$ cat config.mk
export PLATFORM = sky130hd
export DESIGN_NAME = servo_instruction_frame_builder
export DESIGN_NICKNAME = d
export VERILOG_FILES = /design/src/rtl/core/sifb_pkg.sv /design/src/rtl/core/sifb_cfg_regs.sv /design/src/rtl/core/sifb_frame_seq.sv /design/src/rtl/core/servo_instruction_frame_builder.sv
export SDC_FILE = /design/constraint.sdc
export NUM_CORES = 1
export LEC_CHECK = 0
export ABC_AREA = 1
export ABC_CLOCK_PERIOD_IN_PS = 6400
export BUFFER_PORTS_ARGS = -buffer_cell sky130_fd_sc_hd__buf_2
export CORE_ASPECT_RATIO = 2
export CORE_MARGIN = 2
export CORE_UTILIZATION = 50
export DETAILED_ROUTE_END_ITERATION = 12
export GPL_TIMING_DRIVEN = 1
export HOLD_SLACK_MARGIN = 0.03
export PLACE_DENSITY = 0.79
export SETUP_SLACK_MARGIN = 0.15
export SLEW_MARGIN = 30
export SYNTH_ARGS = -nofsm -noshare
export SYNTH_HDL_FRONTEND = slang
export SYNTH_SLANG_ARGS = --single-unit
export TNS_END_PERCENT = 50
$ cat constraint.sdc
create_clock -name i_clk -period 6.4 [get_ports i_clk]
set_input_delay 0.32 -clock i_clk [delete_from_list [all_inputs] [get_ports i_clk]]
set_output_delay 0.32 -clock i_clk [all_outputs]
set_load 0.01 [all_outputs]
$ cat src/rtl/core/sifb_pkg.sv
`timescale 1ns / 1ps
// Shared types, register codes and the CRC-16 byte update for the frame builder.
// No dependencies; every other file of the block refers to this package by scoped names.
package sifb_pkg;

    // Configuration register indexes.
    localparam logic [2:0] CFG_HEADER_WORD     = 3'd0;
    localparam logic [2:0] CFG_CRC_POLYNOMIAL  = 3'd1;
    localparam logic [2:0] CFG_CRC_SEED        = 3'd2;
    localparam logic [2:0] CFG_MAX_FRAME_BYTES = 3'd3;

    // Register reset values.
    localparam logic [31:0] RST_HEADER_WORD     = 32'h00FD_FFFF;
    localparam logic [15:0] RST_CRC_POLYNOMIAL  = 16'h8005;
    localparam logic [15:0] RST_CRC_SEED        = 16'h0000;
    localparam logic [15:0] RST_MAX_FRAME_BYTES = 16'hFFFF;

    // Input opcodes.
    localparam logic OPCODE_START = 1'b0;
    localparam logic OPCODE_PARAM = 1'b1;

    // Frame layout: id, two length bytes, instruction and two CRC bytes
    // come on top of the header and the parameters.
    localparam int          FRAME_FIXED_BYTES = 6;
    localparam logic [15:0] LEN_FIELD_BIAS    = 16'd3;

    // Configuration as seen by the sequencer.
    typedef struct packed {
        logic [31:0] header_word;
        logic [15:0] crc_polynomial;
        logic [15:0] crc_seed;
        logic [15:0] max_frame_bytes;
    } t_cfg;

    // One input item.
    typedef struct packed {
        logic        opcode;
        logic [7:0]  device_id;
        logic [7:0]  instruction_code;
        logic [15:0] param_count;
        logic [7:0]  param_byte;
    } t_item;

    // Sequencer status toward the top level.
    typedef struct packed {
        logic item_busy;
        logic frame_open;
    } t_seq_status;

    // MSB-first CRC-16 update over one byte, no reflection.
    function automatic logic [15:0] crc_update(input logic [15:0] crc,
                                               input logic [15:0] poly,
                                               input logic [7:0]  data);
        logic [15:0] c;
        c = crc ^ {data, 8'h00};
        for (int i = 0; i < 8; i++) begin
            c = c[15] ? ({c[14:0], 1'b0} ^ poly) : {c[14:0], 1'b0};
        end
        return c;
    endfunction

endpackage

$ cat src/rtl/core/sifb_cfg_regs.sv
`timescale 1ns / 1ps
// Configuration register file of the frame builder: four registers written by index.
// Depends on sifb_pkg for the register codes, reset values and the t_cfg struct.
module sifb_cfg_regs (
    input  logic                i_clk,
    input  logic                i_rst_n,
    input  logic                i_cfg_valid,
    output logic                o_cfg_ready,
    input  logic [2:0]          i_cfg_index,
    input  logic [31:0]         i_cfg_data,
    output sifb_pkg::t_cfg      o_cfg
);

    sifb_pkg::t_cfg r_cfg;

    // Writes are taken in every cycle.
    assign o_cfg_ready = 1'b1;
    assign o_cfg       = r_cfg;

    // Register update; an index beyond the list is dropped.
    always_ff @(posedge i_clk) begin
        if (!i_rst_n) begin
            r_cfg.header_word     <= sifb_pkg::RST_HEADER_WORD;
            r_cfg.crc_polynomial  <= sifb_pkg::RST_CRC_POLYNOMIAL;
            r_cfg.crc_seed        <= sifb_pkg::RST_CRC_SEED;
            r_cfg.max_frame_bytes <= sifb_pkg::RST_MAX_FRAME_BYTES;
        end else if (i_cfg_valid) begin
            unique case (i_cfg_index)
                sifb_pkg::CFG_HEADER_WORD:     r_cfg.header_word     <= i_cfg_data;
                sifb_pkg::CFG_CRC_POLYNOMIAL:  r_cfg.crc_polynomial  <= i_cfg_data[15:0];
                sifb_pkg::CFG_CRC_SEED:        r_cfg.crc_seed        <= i_cfg_data[15:0];
                sifb_pkg::CFG_MAX_FRAME_BYTES: r_cfg.max_frame_bytes <= i_cfg_data[15:0];
                default: begin
                end
            endcase
        end
    end

endmodule

$ cat src/rtl/core/sifb_frame_seq.sv
`timescale 1ns / 1ps
// Frame sequencer: item register, byte sequencer with running CRC, and output register.
// Depends on sifb_pkg for the item and configuration structs and the CRC update.
module sifb_frame_seq #(
    parameter int HEADER_BYTES = 4
) (
    input  logic                  i_clk,
    input  logic                  i_rst_n,
    input  sifb_pkg::t_cfg        i_cfg,
    input  logic                  i_item_valid,
    output logic                  o_item_ready,
    input  sifb_pkg::t_item       i_item,
    output logic                  o_out_valid,
    input  logic                  i_out_ready,
    output logic [7:0]            o_out_byte,
    output logic                  o_out_eof,
    output logic                  o_out_status,
    output sifb_pkg::t_seq_status o_status
);

    localparam int HdrIdxW = (HEADER_BYTES > 1) ? $clog2(HEADER_BYTES) : 1;
    localparam logic [HdrIdxW-1:0] HdrLast = HdrIdxW'(HEADER_BYTES - 1);
    localparam logic [16:0] Overhead = 17'(HEADER_BYTES + sifb_pkg::FRAME_FIXED_BYTES);

    typedef enum logic [2:0] {
        P_HDR,
        P_ID,
        P_LEN_LO,
        P_LEN_HI,
        P_INSTR,
        P_PARAM,
        P_CRC_LO,
        P_CRC_HI
    } t_phase;

    // Item register and sequencer state.
    sifb_pkg::t_item   r_item;
    logic              r_item_valid;
    t_phase            r_phase;
    t_phase            n_phase;
    logic [HdrIdxW-1:0] r_hdr_idx;
    logic [HdrIdxW-1:0] n_hdr_idx;
    logic [15:0]       r_crc;
    logic [15:0]       n_crc;
    logic [15:0]       r_remaining;
    logic [15:0]       n_remaining;
    logic              r_open;
    logic              n_open;

    // Output register.
    logic              r_out_valid;
    logic [7:0]        r_out_byte;
    logic              r_out_eof;
    logic              r_out_status;
    logic [7:0]        n_byte;
    logic              n_eof;
    logic              n_status;

    logic              w_slot;
    logic              w_emit;
    logic              w_done;
    logic              w_crc_en;
    logic              w_accept;
    logic              w_too_long;
    logic [16:0]       w_frame_size;
    logic [15:0]       w_len_field;
    logic [15:0]       w_crc_base;

    assign w_slot       = !r_out_valid || i_out_ready;
    assign w_frame_size = {1'b0, r_item.param_count} + Overhead;
    // Covers both the 16-bit length overflow and the receiver limit.
    assign w_too_long   = w_frame_size > {1'b0, i_cfg.max_frame_bytes};
    assign w_len_field  = r_item.param_count + sifb_pkg::LEN_FIELD_BIAS;
    assign w_crc_base   = (r_phase == P_HDR && r_hdr_idx == '0) ? i_cfg.crc_seed : r_crc;

    // One byte per cycle when the output register has room.
    always_comb begin
        n_phase     = r_phase;
        n_hdr_idx   = r_hdr_idx;
        n_remaining = r_remaining;
        n_open      = r_open;
        n_byte      = 8'h00;
        n_eof       = 1'b0;
        n_status    = 1'b0;
        w_emit      = 1'b0;
        w_done      = 1'b0;
        w_crc_en    = 1'b0;
        if (r_item_valid) begin
            unique case (r_phase)
                P_HDR: begin
                    if (w_slot) begin
                        w_emit = 1'b1;
                        if (r_hdr_idx == '0) begin
                            n_open      = 1'b0;
                            n_remaining = '0;
                        end
                        if (r_hdr_idx == '0 && w_too_long) begin
                            n_eof    = 1'b1;
                            n_status = 1'b1;
                            w_done   = 1'b1;
                        end else begin
                            n_byte   = i_cfg.header_word[8*r_hdr_idx +: 8];
                            w_crc_en = 1'b1;
                            if (r_hdr_idx == HdrLast) begin
                                n_phase = P_ID;
                            end else begin
                                n_hdr_idx = r_hdr_idx + 1'b1;
                            end
                        end
                    end
                end
                P_ID: begin
                    if (w_slot) begin
                        w_emit   = 1'b1;
                        w_crc_en = 1'b1;
                        n_byte   = r_item.device_id;
                        n_phase  = P_LEN_LO;
                    end
                end
                P_LEN_LO: begin
                    if (w_slot) begin
                        w_emit   = 1'b1;
                        w_crc_en = 1'b1;
                        n_byte   = w_len_field[7:0];
                        n_phase  = P_LEN_HI;
                    end
                end
                P_LEN_HI: begin
                    if (w_slot) begin
                        w_emit   = 1'b1;
                        w_crc_en = 1'b1;
                        n_byte   = w_len_field[15:8];
                        n_phase  = P_INSTR;
                    end
                end
                P_INSTR: begin
                    if (w_slot) begin
                        w_emit   = 1'b1;
                        w_crc_en = 1'b1;
                        n_byte   = r_item.instruction_code;
                        if (r_item.param_count == '0) begin
                            n_phase = P_CRC_LO;
                        end else begin
                            n_remaining = r_item.param_count;
                            n_open      = 1'b1;
                            w_done      = 1'b1;
                        end
                    end
                end
                P_PARAM: begin
                    if (!r_open) begin
                        // Parameter without an open frame is dropped.
                        w_done = 1'b1;
                    end else if (w_slot) begin
                        w_emit      = 1'b1;
                        w_crc_en    = 1'b1;
                        n_byte      = r_item.param_byte;
                        n_remaining = r_remaining - 1'b1;
                        if (r_remaining == 16'd1) begin
                            n_phase = P_CRC_LO;
                        end else begin
                            w_done = 1'b1;
                        end
                    end
                end
                P_CRC_LO: begin
                    if (w_slot) begin
                        w_emit  = 1'b1;
                        n_byte  = r_crc[7:0];
                        n_phase = P_CRC_HI;
                    end
                end
                P_CRC_HI: begin
                    if (w_slot) begin
                        w_emit = 1'b1;
                        n_byte = r_crc[15:8];
                        n_eof  = 1'b1;
                        n_open = 1'b0;
                        w_done = 1'b1;
                    end
                end
                default: begin
                end
            endcase
        end
        n_crc = w_crc_en ? sifb_pkg::crc_update(w_crc_base, i_cfg.crc_polynomial, n_byte)
                         : r_crc;
    end

    // A new item enters as soon as the held one finishes.
    assign o_item_ready = !r_item_valid || w_done;
    assign w_accept     = i_item_valid && o_item_ready;

    // State and output register.
    always_ff @(posedge i_clk) begin
        if (w_accept) begin
            r_item <= i_item;
        end
        if (w_emit) begin
            r_out_byte   <= n_byte;
            r_out_eof    <= n_eof;
            r_out_status <= n_status;
        end
        if (!i_rst_n) begin
            r_item_valid <= 1'b0;
            r_phase      <= P_HDR;
            r_hdr_idx    <= '0;
            r_crc        <= '0;
            r_remaining  <= '0;
            r_open       <= 1'b0;
            r_out_valid  <= 1'b0;
        end else begin
            if (w_accept) begin
                r_item_valid <= 1'b1;
                r_phase      <= (i_item.opcode == sifb_pkg::OPCODE_PARAM) ? P_PARAM : P_HDR;
                r_hdr_idx    <= '0;
            end else begin
                if (w_done) begin
                    r_item_valid <= 1'b0;
                end
                r_phase   <= n_phase;
                r_hdr_idx <= n_hdr_idx;
            end
            r_crc       <= n_crc;
            r_remaining <= n_remaining;
            r_open      <= n_open;
            if (w_emit) begin
                r_out_valid <= 1'b1;
            end else if (i_out_ready) begin
                r_out_valid <= 1'b0;
            end
        end
    end

    assign o_out_valid         = r_out_valid;
    assign o_out_byte          = r_out_byte;
    assign o_out_eof           = r_out_eof;
    assign o_out_status        = r_out_status;
    assign o_status.item_busy  = r_item_valid;
    assign o_status.frame_open = r_open;

endmodule

$ cat src/rtl/core/servo_instruction_frame_builder.sv
`timescale 1ns / 1ps
// Top level of the servo instruction frame builder: stream ports, configuration port, checks.
// Depends on sifb_pkg, sifb_cfg_regs and sifb_frame_seq.

// A start transaction (tuser 0) produces HEADER_BYTES header bytes, the device id, the
// little-endian length (count plus 3) and the instruction, then the two CRC bytes at once
// if the count is zero; each parameter transaction (tuser 1) passes one byte through, and
// the last one of a frame is followed by the CRC, low byte first, with tlast on the high
// byte. The sequencer writes one byte per cycle into the output register while the
// output register has room. An over-long or overflowing frame gives a single
// transaction with data 0, tlast 1 and tuser 1, and opens no frame. A parameter with no
// frame open is consumed without output. Input ready depends combinationally on output
// ready; configuration writes are taken in every cycle.
module servo_instruction_frame_builder #(
    parameter int HEADER_BYTES = 4
) (
    input  logic        i_clk,
    input  logic        i_rst_n,
    // Input item stream.
    input  logic        i_s_tvalid,
    output logic        o_s_tready,
    // From bit 0: device_id[7:0], instruction_code[15:8], param_count[31:16],
    // param_byte[39:32].
    input  logic [39:0] i_s_tdata,
    // Bit 0: opcode.
    input  logic [0:0]  i_s_tuser,
    // Frame byte stream.
    output logic        o_m_tvalid,
    input  logic        i_m_tready,
    // Bits 7:0: frame_byte.
    output logic [7:0]  o_m_tdata,
    output logic        o_m_tlast,
    // Bit 0: status.
    output logic [0:0]  o_m_tuser,
    // Configuration writes.
    input  logic        i_cfg_valid,
    output logic        o_cfg_ready,
    input  logic [2:0]  i_cfg_index,
    input  logic [31:0] i_cfg_data
);

    sifb_pkg::t_cfg        w_cfg;
    sifb_pkg::t_item       w_item;
    sifb_pkg::t_seq_status w_status;

    // Unpack the input transaction.
    assign w_item.opcode           = i_s_tuser[0];
    assign w_item.device_id        = i_s_tdata[7:0];
    assign w_item.instruction_code = i_s_tdata[15:8];
    assign w_item.param_count      = i_s_tdata[31:16];
    assign w_item.param_byte       = i_s_tdata[39:32];

    sifb_cfg_regs u_cfg_regs (
        .i_clk       (i_clk),
        .i_rst_n     (i_rst_n),
        .i_cfg_valid (i_cfg_valid),
        .o_cfg_ready (o_cfg_ready),
        .i_cfg_index (i_cfg_index),
        .i_cfg_data  (i_cfg_data),
        .o_cfg       (w_cfg)
    );

    sifb_frame_seq #(
        .HEADER_BYTES (HEADER_BYTES)
    ) u_frame_seq (
        .i_clk        (i_clk),
        .i_rst_n      (i_rst_n),
        .i_cfg        (w_cfg),
        .i_item_valid (i_s_tvalid),
        .o_item_ready (o_s_tready),
        .i_item       (w_item),
        .o_out_valid  (o_m_tvalid),
        .i_out_ready  (i_m_tready),
        .o_out_byte   (o_m_tdata),
        .o_out_eof    (o_m_tlast),
        .o_out_status (o_m_tuser[0]),
        .o_status     (w_status)
    );

    // An error transaction always closes the frame.
    a_error_has_last: assert property (@(posedge i_clk) disable iff (!i_rst_n)
        (o_m_tvalid && o_m_tuser[0]) |-> o_m_tlast)
        else $error("error transaction without tlast");

    // An error transaction carries a zero data byte.
    a_error_zero_data: assert property (@(posedge i_clk) disable iff (!i_rst_n)
        (o_m_tvalid && o_m_tuser[0]) |-> (o_m_tdata == 8'h00))
        else $error("error transaction with nonzero data");

    // With the output stalled, a new item is taken only into an empty item register or while no frame is open.
    a_stall_blocks_input: assert property (@(posedge i_clk) disable iff (!i_rst_n)
        (o_m_tvalid && !i_m_tready && o_s_tready) |-> !w_status.item_busy
            || (w_status.item_busy && !w_status.frame_open))
        else $error("input accepted while busy item waits on a stalled output");

endmodule
# After elaboration in Yosys (flattened, before gate mapping)
# Cells that the tools add are included.
# op_classes
n_addsub	4
n_lt_le_gt_ge	1
n_eq_ne	31
shift	1
muxes	72
bitwise_logic	12
reduce_logical	29
# op_table
operator	n
16-bit 2-to-1 mux	15
16-bit XOR	9
8-bit 2-to-1 mux	11
8-bit case mux with 8 select lines	1
16-bit case mux with 3 select lines	1
3-bit 2-to-1 mux	15
32-bit by 6-bit indexed part select with 8-bit output	1
3-bit by 1-bit inequality test with 1-bit output, second input constant	10
1-bit 2-to-1 mux	23
3-bit case mux with 7 select lines	1
16-bit by 4-bit adder with 17-bit output, second input constant	1
17-bit by 16-bit > comparator with 1-bit output	1
16-bit by 2-bit adder with 16-bit output, second input constant	1
16-bit by 1-bit == test with 1-bit output, second input constant	1
16-bit logical NOT	1
16-bit by 1-bit subtractor with 16-bit output, second input constant	1
14-bit AND reduction	1
3-bit by 2-bit == test with 1-bit output, second input constant	4
3-bit == test, second input constant	4
2-bit by 1-bit inequality test with 1-bit output, second input constant	5
2-bit AND reduction	5
8-bit AND reduction	1
8-bit nonzero test	1
7-bit AND reduction	1
20 further kinds	35
# totals
ff_bits	170
inputBits	81
out_inout_bits	13
wordCells	168

# Longest topological paths before layout
# depth
depth_word	24
depth_mapped	49
depth_no_buf	47

# Modules after synthesis
# A second synthesis with hierarchy kept.
# unflattened
cells_unflattened	1742
area_unflattened_um2	11564.8
# by_module_without_submodules
mod	n_inst	cells_per_inst	area_per_inst_um2	seq_area_each_um2
sifb_frame_seq	1	1311	8448.1	2302.2
sifb_cfg_regs	1	431	3116.7	1601.5

# Least setup slack after synthesis
# No wires, ideal clock.
# synth_timing
path_kind	flip-flop to flip-flop
from	reg u_frame_seq.r_item[10] in the netlist's numbering
to	reg u_frame_seq.r_crc[14]
setup_ns	0.117
arrival_ns	4.605
required_ns	6.283
path_slack_ns	1.678
stages_incl_launch_ff	46
path_buffers	2
synth_period_minus_slack_ns	4.722
cell_sequence	edfxtp_1 -> ha_1 -> inv_1 -> a21oi_1 -> inv_1 -> nor2_1 -> xor2_1 -> inv_1 -> ha_1 -> nand2_1 -> nor2_1 -> nand3_1 -> nor2_1 -> nand3b_1 -> nand2_1 -> clkinv_1 -> nand2_2 -> nand3_1 -> [10 not listed] -> nand2_4 -> nand3_4 -> nand2_4 -> inv_2 -> nor2_8 -> nand3_2 -> nand2_2 -> buf_6 -> nand3_1 -> nand2_1 -> inv_2 -> nand3_4 -> buf_6 -> nand3_2 -> nand2_1 -> nand2_1 -> nor2_1 -> nor2_1
# synth_between
elab_chain_cells	23
word_cells_on_any_way	31
classes_between	2 x add/sub; 1 x order compare; 18 x mux; 9 x bitwise; 1 x reduce/logical
# synth_lines
element	line_no	rtl
start: declaration	sifb_frame_seq.sv:37	sifb_pkg::t_item r_item;
start signal: assignment	sifb_frame_seq.sv:197	r_item <= i_item;
16-bit by 4-bit adder with 17-bit output	sifb_frame_seq.sv:70	assign w_frame_size = {1'b0, r_item.param_count} + Overhead;
17-bit by 16-bit > comparator with 1-bit output	sifb_frame_seq.sv:72	assign w_too_long = w_frame_size > {1'b0, i_cfg.max_frame_bytes};
1-bit logical AND	sifb_frame_seq.sv:97	if (r_hdr_idx == '0 && w_too_long) begin
8-bit 2-to-1 mux	sifb_frame_seq.sv:97	
8-bit 2-to-1 mux	sifb_frame_seq.sv:91	if (w_slot) begin
8-bit case mux with 8 select lines	sifb_frame_seq.sv:89	unique case (r_phase)
8-bit 2-to-1 mux	sifb_frame_seq.sv:88	if (r_item_valid) begin
16-bit XOR	sifb_pkg.sv:55	c = crc ^ {data, 8'h00};
[7 not listed]	-	
16-bit XOR / 16-bit 2-to-1 mux (equally long branches)	sifb_pkg.sv:57	c = c[15] ? ({c[14:0], 1'b0} ^ poly) : {c[14:0], 1'b0};
16-bit 2-to-1 mux / 16-bit XOR (equally long branches)	sifb_pkg.sv:57	
16-bit XOR / 16-bit 2-to-1 mux (equally long branches)	sifb_pkg.sv:57	
16-bit 2-to-1 mux / 16-bit XOR (equally long branches)	sifb_pkg.sv:57	
16-bit XOR / 16-bit 2-to-1 mux (equally long branches)	sifb_pkg.sv:57	
16-bit 2-to-1 mux / 16-bit XOR (equally long branches)	sifb_pkg.sv:57	
16-bit XOR / 16-bit 2-to-1 mux (equally long branches)	sifb_pkg.sv:57	
16-bit 2-to-1 mux	sifb_pkg.sv:57	
end signal: assignment	sifb_frame_seq.sv:224	r_crc <= n_crc;
end: declaration	sifb_frame_seq.sv:43	logic [15:0] r_crc;
# Several ways; a longest one is shown, not always the timed one.
# A chain may end at the register's enable or synchronous reset.

# Final worst setup path
# layout_timing
from	reg u_frame_seq.r_item[13] in the netlist's numbering
to	reg u_frame_seq.r_crc[8]
# The elaborated chain is that of the path after synthesis.

==> qor.yml <==
antenna_found_initial: 0
fin_nets: 1800
coreArea_sq_mm: 0.0216
hold_ws_ns: 0.0460
grt-ovfl-total: 0
netlist_instances: 1607
vias_per_cell: 5.67
finalSetupTns_ns: 0
synth_edf_count: 50
grt_pass1_wl_mm: 58.9
slew_violations: 0
cts.sinks: 170
grt_busiest_layer: "met2"
dieArea_sq_mm: 0.0233
avgSynthCellArea_sq_um: 6.84
finalSetupViolCount: 0
leakage_nw: 5.83
synth_area_sq_mm: 0.0110
syn_to_final_growth_pct: 14.1
synth_top_area_cell: "dfxtp_1"
clock_latency_ns: 0.46
met2_usage_pct: 63.0
pin_count: 94
clkTransAtPathRegs_ns: 0.07
grt_pass1_vias: 10900
synth_warnings: 0
wire_per_inst_microns: 20.0
ys_seq_elements: 170
synth.distinct_cells: 49
use_met3_pct: 6.63
yosysTopAreaCellShare_pct: 21.8
critPathKind: "register to register"
period_needed_ns: 5.83
relSlewSlack_pct: 35.3
arrival_ns: 6.22
path_buf_inv: 4
cp-end-kind: "register"
fin_cells: 1982
clockRootBuffer: "clkbuf_16"
ant_nets: 0
crit_top_cell: "nand2_1"
cts_tree: "built"
ys_top_cells_by_count: "394 x nand2_1, 175 x nor2_1, 171 x inv_1"
synth_flop_cell: "dfxtp_1"
drive_above_1_share_pct: 13.9
peakVddDrop_v: 0.000416
diodes: 0
finalHoldViolCount: 0
chipHeight_microns: 214
skew_ns: 0.00952
cts_made_buffers: 17
maxCapViolCount: 0
cp-start-kind: "register"
power.density_mw_per_mm2: 404
crit_family: "simple AND/OR/NAND/NOR gates"
clock_path_buffers: 2
fp-row-count: 76
rsz0062_at_grt: "no"
met1_usage_pct: 30.5
crit_slowest_cell: "edfxtp_1"
async_flop_share_pct: 0
grt_max_degree: 85
drc_errors: 0
pre_cts_slack_ns: 0.412
status: "finished, final reports clean"
min_period_over_period_pct: 91.0
start_util_pct: 51.0
setup_ws_ns: 0.575
tightest_slew_ns: 0.968
power_mw: 5.07
synthMostInstantiatedCell: "nand2_1"
io_buffers: 92
dr.pass1.iters: 6
grtUsageTotal_pct: 34.8
drt_iter0_markers: 807
die_w_microns: 109
routed-via-count: 11200
seq_area_frac_synth_pct: 35.5
htree_num_levels: 4
dp_cells: 1913
timing.fmax_ghz: 0.172
wl_mm: 39.6
synth_area_leaders: "dfxtp_1 22%, edfxtp_1 14%, nand2_1 13%"
crit_fanout: 13
slowest_delay_ns: 0.52
hpwl_mm: 30.0
hp-class: "input port to register"
placed_area_sq_mm: 0.0116
postLayoutCoreUtil_pct: 58.2
required_ns: 6.79
syn_nets: 1711
design_area_sq_mm: 0.0126
gp_congestion: 1.06
==> sequential cells by signal (all words and copies together), names as in the netlist <==
| signal | count |
|---|---|
| u_cfg_regs.o_cfg | 80 |
| u_frame_seq.o_out_byte | 8 |
| u_frame_seq.o_out_eof | 1 |
| u_frame_seq.o_out_status | 1 |
| u_frame_seq.o_out_valid | 1 |
| u_frame_seq.r_crc | 16 |
| u_frame_seq.r_hdr_idx | 2 |
| u_frame_seq.r_item | 40 |
| u_frame_seq.r_item_valid | 1 |
| u_frame_seq.r_open | 1 |
| u_frame_seq.r_phase | 3 |
| u_frame_seq.r_remaining | 16 |
==> where the power goes <==
group          total, mW  internal, mW  switching (mW)  leakage, nW
registers           1.30          1.21          0.0900         1.46
clock network       1.03         0.535           0.490        0.289
logic               2.74         0.872            1.87         4.08
total               5.07          2.62            2.45         5.83
==> worst register-to-register path: cells and delay by family, from the launching register on <==
| family | cells | cell delay, ns |
|---|---|---|
| buffers and inverters | 4 | 0.37 |
| AO/OA/AOI/OAI | 1 | 0.13 |
| XOR/XNOR | 3 | 0.81 |
| AND/OR/NAND/NOR | 29 | 3.65 |
| adder cells (fa/ha/maj) | 1 | 0.30 |
| flip-flops | 1 | 0.52 |
==> final timing paths <==
check,depth (start not counted),slack [ns],start,end
max,38,0.57,u_frame_seq.r_item[13],u_frame_seq.r_crc[8]
min,1,0.05,i_s_tdata[1],u_frame_seq.r_item[33]
max reg2reg,38,0.57,u_frame_seq.r_item[13],u_frame_seq.r_crc[8]
min reg2reg,2,0.46,u_cfg_regs.o_cfg[71],u_cfg_regs.o_cfg[71]
==> what timing repair did <==
| action | 4_1_cts | 5_1_grt |
|---|---|---|
| setup endpoints to repair | 0 | 16 |
| resized for setup | 0 | 15 |
| hold buffers | 18 | 1 |
| endpoints found under the hold margin | 18 | 1 |
| buffers inserted | 0 | 16 |
==> per-layer routing <==
| metal | share of wire (%) | up-vias |
|---|---|---|
| li1 | - | 5381 |
| met1 | 30 | 5135 |
| met2 | 52 | 487 |
| met3 | 5.1 | 226 |
| met4 | 12 | 0 |
| met5 | 0 | - |
==> layout make-up <==
class / instances / area, sq um
fillers: 2031 / 9030
well taps: 273 / 342
repair buffers: 140 / 881
inverters: 192 / 721
flip-flops and latches: 170 / 3900
multi-input cells: 1175 / 6130
clock inverters: 14 / 130
clock buffers: 18 / 450
==> logic make-up (layout without fill, tap and decap cells) <==
kind of cell    count (synthesis)  after routing  share of synthesized area [%]
other cells                     1              1                         0.0341
xor+xnor                       87             87                           7.06
buf+inv                       264            364                           9.85
compound gates                280            280                           13.6
flops                         170            170                           35.5
fa+ha+maj                      23             23                           2.62
simple gates                  782            784                           31.3
==> placed cells by master (no fill, tap or decap), types with 50 or more instances in the layout <==
cell      instances
nand2_1         391
nor2_1          171
inv_1           170
o21ai_0         147
nand3_1         124
dfxtp_1         120
buf_2            92
a21oi_1          84
xor2_1           60
edfxtp_1         50
No activity file was read; power rests on OpenSTA's default activity.
